$ cat config.mk
export PLATFORM = sky130hd
export DESIGN_NAME = range_target_select_average
export DESIGN_NICKNAME = d
export VERILOG_FILES = /design/src/rtsa_pkg.sv /design/src/rtsa_target_check.sv /design/src/rtsa_divider.sv /design/src/range_target_select_average.sv
export SDC_FILE = /design/constraint.sdc
export NUM_CORES = 1
export LEC_CHECK = 0
export BUFFER_PORTS_ARGS = -buffer_cell sky130_fd_sc_hd__buf_2
export CAP_MARGIN = 0
export CORE_MARGIN = 5
export CORE_UTILIZATION = 55
export DETAILED_ROUTE_END_ITERATION = 8
export PLACE_DENSITY = 0.82
export SETUP_SLACK_MARGIN = 0.4
export SLEW_MARGIN = 20
export SYNTH_ARGS = -nofsm -noshare
export SYNTH_HDL_FRONTEND = slang
export SYNTH_SLANG_ARGS = --single-unit
$ cat constraint.sdc
create_clock -name clk -period 8 [get_ports clk]
set_input_delay 1.2 -clock clk [delete_from_list [all_inputs] [get_ports clk]]
set_output_delay 1.2 -clock clk [all_outputs]
set_load 0.005 [all_outputs]
$ cat src/rtsa_pkg.sv
// Shared types, widths, register codes and reset values of the range averager.
package rtsa_pkg;

    // Sizing
    localparam int MAX_TARGETS  = 4;
    localparam int COUNT_BITS   = 16;
    localparam int SUM_BITS     = 32;
    localparam int DIST_BITS    = 15;
    localparam int STATUS_BITS  = 8;
    localparam int RANGE_BITS   = 16;
    localparam int TC_BITS      = 3;
    localparam int TIME_BITS    = 32;
    localparam int MASK_BITS    = 32;
    localparam int TO_BITS      = 16;
    localparam int CFG_IDX_BITS = 2;
    localparam int IDX_BITS     = (MAX_TARGETS > 1) ? $clog2(MAX_TARGETS) : 1;
    localparam int STEP_BITS    = $clog2(SUM_BITS + 1);

    // Register reset values
    localparam logic [MASK_BITS-1:0] ACCEPT_MASK_RST = MASK_BITS'(4719345);
    localparam logic [DIST_BITS-1:0] MAX_RANGE_RST   = DIST_BITS'(5000);
    localparam logic [TO_BITS-1:0]   TIMEOUT_RST     = TO_BITS'(300);

    // Request codes
    localparam logic REQ_FRAME  = 1'b0;
    localparam logic REQ_REPORT = 1'b1;

    // Configuration register indexes
    typedef enum logic [CFG_IDX_BITS-1:0] {
        CFG_ACCEPT_MASK = 2'd0,
        CFG_MAX_RANGE   = 2'd1,
        CFG_TIMEOUT     = 2'd2
    } cfg_reg_t;

    // Sequencer states
    typedef enum logic [2:0] {
        ST_IDLE,
        ST_SCAN,
        ST_ACCUM,
        ST_DIV,
        ST_PUSH
    } state_t;

    // Divider handshake with the sequencer
    typedef struct packed {
        logic start;
    } div_req_t;

    typedef struct packed {
        logic done;
    } div_rsp_t;

endpackage

$ cat src/rtsa_target_check.sv
// Qualification of one target: status accepted by mask and range inside (0, max).
module rtsa_target_check
(
    input  logic [rtsa_pkg::STATUS_BITS-1:0]       status,
    input  logic signed [rtsa_pkg::RANGE_BITS-1:0] target_range,
    input  logic [rtsa_pkg::MASK_BITS-1:0]         accept_mask,
    input  logic [rtsa_pkg::DIST_BITS-1:0]         max_range,
    output logic                                   hit
);

    logic status_ok;
    logic range_ok;

    // Codes above 31 never qualify
    assign status_ok = (status[rtsa_pkg::STATUS_BITS-1:5] == '0) && accept_mask[status[4:0]];

    // Strictly positive and strictly below the limit
    assign range_ok = !target_range[rtsa_pkg::RANGE_BITS-1]
                      && (target_range != '0)
                      && (target_range[rtsa_pkg::DIST_BITS-1:0] < max_range);

    assign hit = status_ok && range_ok;

endmodule

$ cat src/rtsa_divider.sv
// Restoring serial divider: one quotient bit per cycle for sum / count.
module rtsa_divider
(
    input  logic                              clk,
    input  logic                              rst_n,
    input  rtsa_pkg::div_req_t                req,
    input  logic [rtsa_pkg::SUM_BITS-1:0]     dividend,
    input  logic [rtsa_pkg::COUNT_BITS-1:0]   divisor,
    output rtsa_pkg::div_rsp_t                rsp,
    output logic [rtsa_pkg::SUM_BITS-1:0]     quotient
);

    localparam int W = rtsa_pkg::COUNT_BITS;
    localparam int N = rtsa_pkg::SUM_BITS;

    logic                            busy_reg;
    logic                            done_reg;
    logic [rtsa_pkg::STEP_BITS-1:0]  step_reg;
    logic [W-1:0]                    rem_reg;
    logic [W-1:0]                    dvs_reg;
    logic [N-1:0]                    quo_reg;

    logic [W:0]   shifted;
    logic [W:0]   diff;
    logic         ge;
    logic [W-1:0] rem_next;
    logic         last_step;

    // One trial subtraction per cycle
    always_comb
    begin
        shifted   = {rem_reg, quo_reg[N-1]};
        ge        = (shifted >= {1'b0, dvs_reg});
        diff      = shifted - {1'b0, dvs_reg};
        rem_next  = ge ? diff[W-1:0] : shifted[W-1:0];
        last_step = (step_reg == rtsa_pkg::STEP_BITS'(N - 1));
    end

    // Control
    always_ff @(posedge clk or negedge rst_n)
    begin
        if (!rst_n)
        begin
            busy_reg <= 1'b0;
            done_reg <= 1'b0;
            step_reg <= '0;
        end
        else
        begin
            done_reg <= busy_reg && last_step;
            if (req.start)
            begin
                busy_reg <= 1'b1;
                step_reg <= '0;
            end
            else if (busy_reg)
            begin
                step_reg <= step_reg + rtsa_pkg::STEP_BITS'(1);
                if (last_step)
                begin
                    busy_reg <= 1'b0;
                end
            end
        end
    end

    // Datapath: quotient bits shift in where dividend bits shift out
    always_ff @(posedge clk)
    begin
        if (req.start)
        begin
            rem_reg <= '0;
            dvs_reg <= divisor;
            quo_reg <= dividend;
        end
        else if (busy_reg)
        begin
            rem_reg <= rem_next;
            quo_reg <= {quo_reg[N-2:0], ge};
        end
    end

    assign rsp.done = done_reg;
    assign quotient = quo_reg;

endmodule

$ cat src/range_target_select_average.sv
// Top level of the range averager: sequencer, accumulator, registers and output stage.
//
// Range averager. A measurement frame (req_type 0) is accepted when in_valid is high and
// in_stall low; the targets are then examined one per cycle by a single qualification
// unit, and the first qualifying range is added to the running sum and count. A frame
// with no targets goes straight back to idle; otherwise it passes through the scan state
// and, on a hit, the accumulate state. A report request (req_type 1) with readings stored
// runs the serial divider, one quotient bit per cycle over the 32-bit sum; with nothing
// stored it goes straight to the output stage. Each report yields one result transaction,
// held in an output register until out_stall is low; a report waits for that register to
// free up, and in_stall stays high while an item is being worked on. Configuration writes
// are always ready (cfg_ready is tied high) and must be issued only while no item is in
// flight.
module range_target_select_average
(
    input  logic                                    clk,
    input  logic                                    rst_n,

    // Input channel
    input  logic                                    in_valid,
    output logic                                    in_stall,
    input  logic                                    req_type,
    input  logic [rtsa_pkg::TC_BITS-1:0]            target_count,
    input  logic [rtsa_pkg::STATUS_BITS-1:0]        status_a,
    input  logic [rtsa_pkg::STATUS_BITS-1:0]        status_b,
    input  logic [rtsa_pkg::STATUS_BITS-1:0]        status_c,
    input  logic [rtsa_pkg::STATUS_BITS-1:0]        status_d,
    input  logic signed [rtsa_pkg::RANGE_BITS-1:0]  range_a,
    input  logic signed [rtsa_pkg::RANGE_BITS-1:0]  range_b,
    input  logic signed [rtsa_pkg::RANGE_BITS-1:0]  range_c,
    input  logic signed [rtsa_pkg::RANGE_BITS-1:0]  range_d,
    input  logic [rtsa_pkg::TIME_BITS-1:0]          now_ms,

    // Output channel
    output logic                                    out_valid,
    input  logic                                    out_stall,
    output logic [rtsa_pkg::DIST_BITS-1:0]          distance_mm,
    output logic                                    fresh,
    output logic                                    no_data,
    output logic [rtsa_pkg::TIME_BITS-1:0]          last_time_ms,

    // Configuration write channel
    input  logic                                    cfg_valid,
    output logic                                    cfg_ready,
    input  logic [rtsa_pkg::CFG_IDX_BITS-1:0]       cfg_index,
    input  logic [rtsa_pkg::MASK_BITS-1:0]          cfg_data
);

    localparam int NT = rtsa_pkg::MAX_TARGETS;

    // Configuration registers
    logic [rtsa_pkg::MASK_BITS-1:0] accept_mask_reg;
    logic [rtsa_pkg::DIST_BITS-1:0] max_range_reg;
    logic [rtsa_pkg::TO_BITS-1:0]   timeout_reg;

    // Sequencer
    rtsa_pkg::state_t state_reg;
    rtsa_pkg::state_t state_next;
    logic [rtsa_pkg::IDX_BITS-1:0]  idx_reg;

    // Captured item
    logic                                  req_reg;
    logic [rtsa_pkg::TC_BITS-1:0]          scan_len_reg;
    logic [rtsa_pkg::STATUS_BITS-1:0]      status_reg [NT];
    logic signed [rtsa_pkg::RANGE_BITS-1:0] range_reg [NT];
    logic [rtsa_pkg::TIME_BITS-1:0]        now_reg;

    // Accumulator state
    logic [rtsa_pkg::SUM_BITS-1:0]   sum_reg;
    logic [rtsa_pkg::COUNT_BITS-1:0] count_reg;
    logic [rtsa_pkg::TIME_BITS-1:0]  last_report_reg;
    logic [rtsa_pkg::DIST_BITS-1:0]  pick_reg;
    logic [rtsa_pkg::DIST_BITS-1:0]  avg_reg;
    logic                            fresh_reg;

    // Output stage
    logic                            out_valid_reg;
    logic [rtsa_pkg::DIST_BITS-1:0]  distance_reg;
    logic                            fresh_out_reg;
    logic                            no_data_reg;
    logic [rtsa_pkg::TIME_BITS-1:0]  last_time_reg;

    // Combinational helpers
    logic                                   in_accept;
    logic                                   out_free;
    logic                                   out_load;
    logic [rtsa_pkg::STATUS_BITS-1:0]       in_status [4];
    logic signed [rtsa_pkg::RANGE_BITS-1:0] in_range  [4];
    logic [rtsa_pkg::TC_BITS-1:0]           scan_len_in;
    logic                                   hit;
    logic                                   scan_last;
    logic [rtsa_pkg::SUM_BITS:0]            sum_ext;
    logic                                   can_add;
    logic [rtsa_pkg::TIME_BITS-1:0]         gap;
    logic                                   late;
    rtsa_pkg::div_req_t                     div_req;
    rtsa_pkg::div_rsp_t                     div_rsp;
    logic [rtsa_pkg::SUM_BITS-1:0]          quotient;

    assign in_accept = in_valid && !in_stall;
    assign out_free  = !out_valid_reg || !out_stall;
    assign cfg_ready = 1'b1;

    // Input target fields as a list
    assign in_status[0] = status_a;
    assign in_status[1] = status_b;
    assign in_status[2] = status_c;
    assign in_status[3] = status_d;
    assign in_range[0]  = range_a;
    assign in_range[1]  = range_b;
    assign in_range[2]  = range_c;
    assign in_range[3]  = range_d;

    // Only the first MAX_TARGETS targets are examined
    assign scan_len_in = (target_count > rtsa_pkg::TC_BITS'(NT))
                       ? rtsa_pkg::TC_BITS'(NT) : target_count;

    // Shared qualification unit, fed by the current scan index
    rtsa_target_check u_check
    (
        .status       (status_reg[idx_reg]),
        .target_range (range_reg[idx_reg]),
        .accept_mask  (accept_mask_reg),
        .max_range    (max_range_reg),
        .hit          (hit)
    );

    assign scan_last = ((rtsa_pkg::TC_BITS'(idx_reg) + rtsa_pkg::TC_BITS'(1)) >= scan_len_reg);

    // Saturation and sum overflow check
    assign sum_ext = (rtsa_pkg::SUM_BITS+1)'(sum_reg) + (rtsa_pkg::SUM_BITS+1)'(pick_reg);
    assign can_add = (count_reg != '1) && !sum_ext[rtsa_pkg::SUM_BITS];

    // Gap since last produced average, modulo 2^32
    assign gap  = now_reg - last_report_reg;
    assign late = (gap > rtsa_pkg::TIME_BITS'(timeout_reg));

    rtsa_divider u_div
    (
        .clk      (clk),
        .rst_n    (rst_n),
        .req      (div_req),
        .dividend (sum_reg),
        .divisor  (count_reg),
        .rsp      (div_rsp),
        .quotient (quotient)
    );

    // Next state
    always_comb
    begin
        state_next = state_reg;
        case (state_reg)
            rtsa_pkg::ST_IDLE:
            begin
                if (in_accept)
                begin
                    if (req_type == rtsa_pkg::REQ_REPORT)
                    begin
                        state_next = (count_reg == '0) ? rtsa_pkg::ST_PUSH : rtsa_pkg::ST_DIV;
                    end
                    else if (scan_len_in != '0)
                    begin
                        state_next = rtsa_pkg::ST_SCAN;
                    end
                end
            end
            rtsa_pkg::ST_SCAN:
            begin
                if (hit)
                begin
                    state_next = rtsa_pkg::ST_ACCUM;
                end
                else if (scan_last)
                begin
                    state_next = rtsa_pkg::ST_IDLE;
                end
            end
            rtsa_pkg::ST_ACCUM:
            begin
                state_next = rtsa_pkg::ST_IDLE;
            end
            rtsa_pkg::ST_DIV:
            begin
                if (div_rsp.done)
                begin
                    state_next = rtsa_pkg::ST_PUSH;
                end
            end
            rtsa_pkg::ST_PUSH:
            begin
                if (out_free)
                begin
                    state_next = rtsa_pkg::ST_IDLE;
                end
            end
            default:
            begin
                state_next = rtsa_pkg::ST_IDLE;
            end
        endcase
    end

    // Sequencer outputs
    always_comb
    begin
        in_stall      = (state_reg != rtsa_pkg::ST_IDLE);
        div_req.start = (state_reg == rtsa_pkg::ST_IDLE) && in_accept
                        && (req_type == rtsa_pkg::REQ_REPORT) && (count_reg != '0);
        out_load      = (state_reg == rtsa_pkg::ST_PUSH) && out_free;
    end

    // Control registers
    always_ff @(posedge clk or negedge rst_n)
    begin
        if (!rst_n)
        begin
            state_reg       <= rtsa_pkg::ST_IDLE;
            idx_reg         <= '0;
            sum_reg         <= '0;
            count_reg       <= '0;
            last_report_reg <= '0;
            out_valid_reg   <= 1'b0;
            accept_mask_reg <= rtsa_pkg::ACCEPT_MASK_RST;
            max_range_reg   <= rtsa_pkg::MAX_RANGE_RST;
            timeout_reg     <= rtsa_pkg::TIMEOUT_RST;
        end
        else
        begin
            state_reg <= state_next;

            // Scan index
            if (in_accept)
            begin
                idx_reg <= '0;
            end
            else if (state_reg == rtsa_pkg::ST_SCAN)
            begin
                idx_reg <= idx_reg + rtsa_pkg::IDX_BITS'(1);
            end

            // Accumulate one reading
            if ((state_reg == rtsa_pkg::ST_ACCUM) && can_add)
            begin
                sum_reg   <= sum_ext[rtsa_pkg::SUM_BITS-1:0];
                count_reg <= count_reg + rtsa_pkg::COUNT_BITS'(1);
            end

            // Report with readings: clear and stamp the time
            if ((state_reg == rtsa_pkg::ST_DIV) && div_rsp.done)
            begin
                sum_reg         <= '0;
                count_reg       <= '0;
                last_report_reg <= now_reg;
            end

            // Output register valid
            if (out_load)
            begin
                out_valid_reg <= 1'b1;
            end
            else if (!out_stall)
            begin
                out_valid_reg <= 1'b0;
            end

            // Configuration writes
            if (cfg_valid && cfg_ready)
            begin
                case (cfg_index)
                    rtsa_pkg::CFG_ACCEPT_MASK: accept_mask_reg <= cfg_data;
                    rtsa_pkg::CFG_MAX_RANGE:   max_range_reg   <= cfg_data[rtsa_pkg::DIST_BITS-1:0];
                    rtsa_pkg::CFG_TIMEOUT:     timeout_reg     <= cfg_data[rtsa_pkg::TO_BITS-1:0];
                    default:                   ;
                endcase
            end
        end
    end

    // Item capture and payload registers
    always_ff @(posedge clk)
    begin
        if (in_accept)
        begin
            req_reg      <= req_type;
            scan_len_reg <= scan_len_in;
            now_reg      <= now_ms;
            for (int i = 0; i < NT; i++)
            begin
                status_reg[i] <= in_status[i];
                range_reg[i]  <= in_range[i];
            end
            if (req_type == rtsa_pkg::REQ_REPORT)
            begin
                fresh_reg <= 1'b0;
            end
        end

        // Latch the chosen range
        if ((state_reg == rtsa_pkg::ST_SCAN) && hit)
        begin
            pick_reg <= range_reg[idx_reg][rtsa_pkg::DIST_BITS-1:0];
        end

        // Average is below 2^15 since every reading is
        if ((state_reg == rtsa_pkg::ST_DIV) && div_rsp.done)
        begin
            avg_reg   <= quotient[rtsa_pkg::DIST_BITS-1:0];
            fresh_reg <= 1'b1;
        end

        // Result transaction
        if (out_load)
        begin
            distance_reg  <= fresh_reg ? avg_reg : '0;
            fresh_out_reg <= fresh_reg;
            no_data_reg   <= !fresh_reg && late && (req_reg == rtsa_pkg::REQ_REPORT);
            last_time_reg <= last_report_reg;
        end
    end

    assign out_valid    = out_valid_reg;
    assign distance_mm  = distance_reg;
    assign fresh        = fresh_out_reg;
    assign no_data      = no_data_reg;
    assign last_time_ms = last_time_reg;

endmodule

==> results of run 1 <==
==> metrics by stage <==
step | power, mW | setup WS, ns | instance area, um2 | cells | util
floorplan | 4.30 | 1.85 | 20400 | 1676 | -
CTS | 6.86 | 3.71 | 23400 | 2400 | 0.639
global route | 7.19 | 3.43 | 23400 | 2400 | 0.639
detailed placement | 4.81 | 3.74 | 21900 | 2318 | 0.599
global placement | 4.73 | 3.82 | 21900 | 2318 | 0.599
finish | 6.82 | 3.69 | 23400 | 2401 | 0.639
==> area by class of cell <==
class | instances | area share
multi-input cells | 1072 | 0.328
clock inverters | 21 | 0.00962
clock buffers | 61 | 0.0520
flip-flops and latches | 433 | 0.516
repair buffers | 231 | 0.0509
well taps | 468 | 0.0250
inverters | 114 | 0.0183
diodes | 1 | 0.000107
==> worst max path at each step <==
stage | startpoint | end | slack, ns
2_1_floorplan | in_valid | u_div.quotient[0] | 1.85
3_3_place_gp | now_reg[4] | no_data | 3.82
3_5_place_dp | now_reg[5] | no_data | 3.74
4_1_cts | now_reg[5] | no_data | 3.71
5_1_grt | now_reg[0] | no_data | 3.43
6_report | now_reg[5] | no_data | 3.69
==> critical path, cell delays in order (launching register included) <==
cell and delay (ns):
edfxtp_1 0.41, ha_1 0.26, or4_1 0.55, o22a_1 0.22
a211oi_2 0.41, o31ai_1 0.18, xnor2_1 0.17, ha_1 0.31
nand4_1 0.12, or4_1 0.48, o21ai_0 0.16, o2111ai_1 0.15
nand4b_1 0.21, nor4_2 0.27, a311oi_1 0.12
==> per-layer routing <==
layer | routed length (um) | part of all wire | global-route usage
met1 | 19500 | 0.43 | 0.310
met2 | 21900 | 0.48 | 0.358
met3 | 2990 | 0.066 | 0.0428
met4 | 1110 | 0.024 | 0.0604
met5 | 23 | 0.00050 | 0
==> power by group through the flow <==
stage               Combinational [mW]  Clock, mW  Sequential (mW)
CTS                               1.75       2.07             3.04
finish                            1.73       2.04             3.04
global placement                  1.67          0             3.06
floorplan                         1.28          0             3.02
detailed placement                1.73          0             3.08
global route                      1.94       2.18             3.07
==> cell families after synthesis <==
kind of cell             after synthesis  synth area share
multiplexers                         102            0.0712
AND/OR/NAND/NOR                      488             0.115
adder cells (fa/ha/maj)              102            0.0637
XOR/XNOR                              67            0.0288
AO/OA/AOI/OAI                        312            0.0959
buffers and inverters                171            0.0333
other                                  1          0.000184
flip-flops                           433             0.592
==> Yosys cell counts, drive strengths merged (8+ instances only) <==
library cell  count
xnor2            38
o21a             12
ha               99
xor2             29
and2             24
buf              12
mux2             65
mux2i             9
nand2           193
nor4             12
nand2b           11
a21oi            80
nor2             85
a21o             22
clkbuf           44
o21ai           103
inv             113
and4              8
edfxtp          259
dfxtp            17
nor3             25
dfrtp           140
dfstp            17
o31ai            10
nand4            20
o211ai           12
and3             14
mux4             28
a211oi           13
nor2b            14
nand3            48
==> impl_results.md, run 1 <==
* Flop pwr share at 0.446
* Most frequent cells in the layout: 259 x edfxtp_1, 220 x buf_2, 192 x nand2_1, 140 x dfrtp_1, 112 x inv_1
* EDFF count, synth at 259
* HPWL Detailed at 32600 um
* Post-synth top area share at 0.381
* FMAX at 232 MHz
* Seq/Total Area, Yosys at 0.592
* Min cycle time layout at 4.31 ns
* Area Overhead vs Synth at 14.7%
* Seq cells post-synth at 433
* CTS Buffer Depth at 3
* Mapped Area at 0.0204 mm2
* Worst rel slew slack at 0.325
* Post-CTS sizing at 0
* Hold-fix buffers at CTS at 0
* Grt ovf at 0
* Hold Path End: last_time_ms[24]
* R2R Setup Slk at 3.69 ns
* GRT Resource Usage Total at 0.221
* Final setup fails at 0
* Clock Power Share at 0.300
* Gp weighted congestion at 0.913
* Worst-path fanout max at 6
* RSZ-0062 raised after global routing: false
* CP startpoint kind: register
* Top cells by area, synth: edfxtp_1 38%, dfrtp_1 17%, ha_1 6.1%, mux2_2 3.6%, nand2_1 3.6%
* Row count at 70
* Clock transition at path regs at 0.07 ns
* Switching share of total power at 0.299
* Worst path required time at 8.28 ns
* Synth Area per Inst at 12.2 um2
* Initial DRC count at 1049
* Sw Pwr at 2.04 mW
* CTS Buf Count at 44
* Leakage at 9.82 nW
* Int Pwr at 4.78 mW
* Boundary Pins at 223
* Max-Cap Viols at 0
* DRT Pass-1 Iters at 5
* Layout cell share with drive strength beyond 1 at 0.221
* Core area at 0.0366 mm2
* Starting density of the core at 0.557
* Area of the multi-input gates at 0.00768 mm2
* Drt drc at 0
* Setup CP Type: reg -> reg
* Full die area at 0.0410 mm2
* Synth warn at 0
* Power per cell area at 291 mW/mm2
* Vias in the first global route at 13800
* Final Hold Viols at 0
* Hold Path Depth at 0
* Vias post-DR at 13800
* R2R depth at 14
* Syn_nets at 1949
* Seq. cell area at 0.0121 mm2
* CTS tree: yes
* Die W at 203 um
* Slew Viols, Final at 0
* Reg-to-Reg End: no_data
* CP endpoint kind: register
* Largest net degree at the start of global routing at 83
* WP data arrival at 4.59 ns
* DR WL/cell at 19.0 um
* Most common cell after layout, fill and taps aside: edfxtp_1
* Status: finished, final reports clean
* Distinct cell type count after synthesis at 84
* Post-Syn Instances at 1676
* Post-synthesis async set-or-reset flop share at 0.363
* Hold_ws at 0.442 ns
* PortBufs at 221
* H-Tree Depth at 2
* Final nets at 2169
* Synth area leader: edfxtp_1
* Clock sinks at 433
* Worst Max-Slew Pin Slew at 1.01 ns
* Skew final at 0.0138 ns
* RR Startpoint: now_reg[5]
* Die Span Y at 203 um
* Clock latency at the later pin of the worst-skew pair at 0.56 ns
* WL final at 45600 um
* Peak supply drop at 0.236 mV
* Ys flop type: edfxtp_1
* First-pass GRT wire length at 73400 um
* Sum Neg Setup Slack at 0 ns
* Vias per cell at 5.73
* Hold Path Class: reg -> reg
* Initial antenna violation count at 2
* Fin crit share at 0.538
* # fillers at 2720
* Root Driver: clkbuf_16
* Antenna viol nets, final at 0
* Gate power share at 0.254
* Max reg flops at 64
* Setup Fix Bufs, Post-CTS at 0
* Worst hold path startpoint: last_report_reg[24]
(Power assumes the default switching activity.)
==> inputs of run 2 (changes only) <==
- ABC_AREA: default -> 1
- CORE_UTILIZATION: 55 -> 54
- PLACE_DENSITY: 0.82 -> 0.84
- clock period: 8 -> 3.7 ns (I/O delays scaled with it)
==> impl_results.md, run 2 <==
* Seq cells post-synth at 433 (unchanged)
* CP startpoint kind: register
* Synth Area per Inst at 9.33 um2 (-23%)
* Initial DRC count at 1672 (+59%)
* Final nets at 2865 (+32%)
* Synth warn at 0 (unchanged)
* Min cycle time layout at 3.25 ns (-1.06 ns)
* Worst setup margin at 0.452 ns (-3.24 ns)
* Hold Path Depth at 1 (+1)
* Worst path required time at 4.02 ns (-4.26 ns)
* Post-synth top area share at 0.356 (-0.0255)
* Seq/Total Area, Yosys at 0.552 (-0.0396)
* Final Hold Viols at 0 (unchanged)
* Distinct cell type count after synthesis at 62 (-26%)
* Status: finished, final reports clean
* Starting density of the core at 0.548 (-0.00943)
* Dpl cells at 3052 (+32%)
* EDFF count, synth at 259 (unchanged)
* Max reg flops at 64 (unchanged)
* Post-Layout Cell Count at 3154 (+31%)
* FMAX at 308 MHz (+33%)
* Full die area at 0.0446 mm2 (+8.7%)
* Drt drc at 0 (unchanged)
* Most frequent cells in the layout: 585 x nand2_1, 302 x inv_1, 259 x edfxtp_1, 220 x buf_2, 185 x o21ai_0
* Antenna viol nets, final at 0 (unchanged)
* Leakage at 11.4 nW (+16%)
* R2R depth at 22 (+8)
* HPWL Detailed at 40700 um (+25%)
* # fillers at 3138 (+15%)
* Worst Max-Slew Pin Slew at 1.01 ns (-0.00145 ns)
* Root Driver: clkbuf_16
* Final setup fails at 0 (unchanged)
* Worst-path fanout max at 4 (-2)
* Die W at 211 um (+4.3%)
* WL final at 55700 um (+22%)
* Post-synthesis async set-or-reset flop share at 0.363 (unchanged)
* Clock latency at the later pin of the worst-skew pair at 0.59 ns (+0.03 ns)
* Vias post-DR at 17400 (+27%)
* GRT Resource Usage Total at 0.244 (+0.0231)
* Slew Viols, Final at 0 (unchanged)
* First-pass GRT wire length at 87700 um (+19%)
* Layout cell share with drive strength beyond 1 at 0.181 (-0.0403)
* Top cells by area, synth: edfxtp_1 36%, dfrtp_1 16%, nand2_1 10%, ha_1 5.7%, inv_1 5.3%
* Skew final at 0.0251 ns (+0.0112 ns)
* Vias in the first global route at 17000 (+23%)
* Most common cell after layout, fill and taps aside: nand2_1
* R2R Setup Slk at 0.45 ns (-3.24 ns)
* Placed Area at 0.0235 mm2 (+7.3%)
* Area Overhead vs Synth at 16.7%
* Worst rel slew slack at 0.324 (-0.000663)
* CTS tree: yes
* CP endpoint kind: register
* Post-Syn Instances at 2343 (+40%)
* Grt ovf at 0 (unchanged)
* Die Span Y at 211 um (+4.3%)
* Ys flop type: edfxtp_1
* WP data arrival at 3.57 ns (-1.02 ns)
* Fin crit share at 0.878 (+0.340)
* Finished Cell Area at 0.0255 mm2 (+9.0%)
* Boundary Pins at 223 (unchanged)
* Vias per cell at 5.52 (-3.7%)
* Power, Total at 15.5 mW (+130%)
* Hold_ws at 0.137 ns (-0.305 ns)
* PortBufs at 221 (unchanged)
* RSZ-0062 raised after global routing: true
* Synth area leader: edfxtp_1
* Setup CP Type: reg -> reg
* Largest net degree at the start of global routing at 69 (-17%)
* Pre-CTS setup slack at 0.133 ns (-3.61 ns)
* Mapped Area at 0.0219 mm2 (+7.2%)
* Hold Path Class: in -> reg
* Core area at 0.0399 mm2 (+9.0%)
* CTS Buffer Depth at 3 (unchanged)
* Clock transition at path regs at 0.06 ns (about the same)
* Max-Cap Viols at 0 (unchanged)
* DRT Pass-1 Iters at 6 (+1)
* DR WL/cell at 17.7 um (-7.0%)
* Row count at 73 (+4.3%)
* Diodes inserted at 0 (-1)
* H-Tree Depth at 2 (unchanged)
* Gp weighted congestion at 0.930 (+1.8%)
* Clock sinks at 433 (unchanged)
* Power per cell area at 609 mW/mm2 (+110%)
* Peak supply drop at 0.584 mV (+150%)
* CTS Buf Count at 45 (+2.3%)
* Initial antenna violation count at 2 (unchanged)
* Core Util, Final at 0.639 (about the same)
* Sum Neg Setup Slack at 0 ns (unchanged)
* Cell with the most instances after synthesis: nand2_1
* Syn_nets at 2616 (+34%)
* Synth cell count leaders: 595 x nand2_1, 311 x inv_1, 259 x edfxtp_1
-- run 2: final timing paths --
check,to,from
hold reg to reg,last_time_ms[15],last_report_reg[15]
hold / removal,range_reg[2][9],range_c[9]
setup / recovery,no_data,last_report_reg[0]
setup reg to reg,no_data,last_report_reg[0]
max in group asynchronous,sum_reg[18],rst_n
min in group asynchronous,last_report_reg[3],rst_n
-- run 2: final cells by class --
type,instances,area [um2],area share
Timing Repair Buffer,262,1490,0.0584
Multi-Input combinational cell,1529,8560,0.336
Clock inverter,27,297,0.0116
Clock buffer,57,1220,0.0479
Sequential cell,433,12100,0.473
Tap cell,525,657,0.0258
Inverter,321,1220,0.0477
-- run 2: power breakdown --
group / switching, mW / internal, mW
logic: 2.91 / 1.57
clock network: 1.97 / 2.66
registers: 0.357 / 6.08
total: 5.24 / 10.3
-- run 2: worst max-delay path: stages, from the launching register on --
cell	delay, ns
dfrtp_1	0.42
ha_4	0.19
fa_2	0.39
inv_2	0.08
nand3_2	0.08
nand2_4	0.10
a21oi_4	0.08
o21ai_2	0.18
xor2_1	0.09
ha_1	0.28
nand2_1	0.05
inv_2	0.06
nand3_2	0.07
nor3_2	0.21
nand4_1	0.13
nand2_1	0.10
nand2_1	0.06
nor2_1	0.08
nand2_1	0.07
nor2_2	0.07
nand3_1	0.06
nor2_1	0.09
nor2_1	0.05
-- run 2: repair_timing --
action / in CTS / in global routing
buffers inserted: 2 / 15
hold endpoints to repair: 8 / 0
resized for setup: 10 / 52
pin swaps: 1 / 18
hold buffers: 1 / 0
endpoints found under the setup margin: 1 / 16
-- run 2: cells by family (layout without fill, tap and decap cells) --
| logic type | Yosys count | in the layout | synth area share |
|---|---|---|---|
| and+or+nand+nor | 992 | 992 | 0.196 |
| DFF | 433 | 433 | 0.552 |
| buffers and inverters | 381 | 667 | 0.0707 |
| xor gates and xnor gates | 52 | 52 | 0.0208 |
| other | 1 | 1 | 0.000171 |
| AOI/OAI and AO/OA | 366 | 366 | 0.0930 |
| adders and majority gates | 102 | 102 | 0.0594 |
| muxes | 16 | 16 | 0.00824 |
-- run 2: layer usage --
metal  up-vias  track usage  wire length [um]
met4         0       0.0742              1560
li1       8322            -                 -
met1      8223        0.346             24000
met3       122       0.0340              4070
met5         -            0                 0
met2       731        0.395             26100
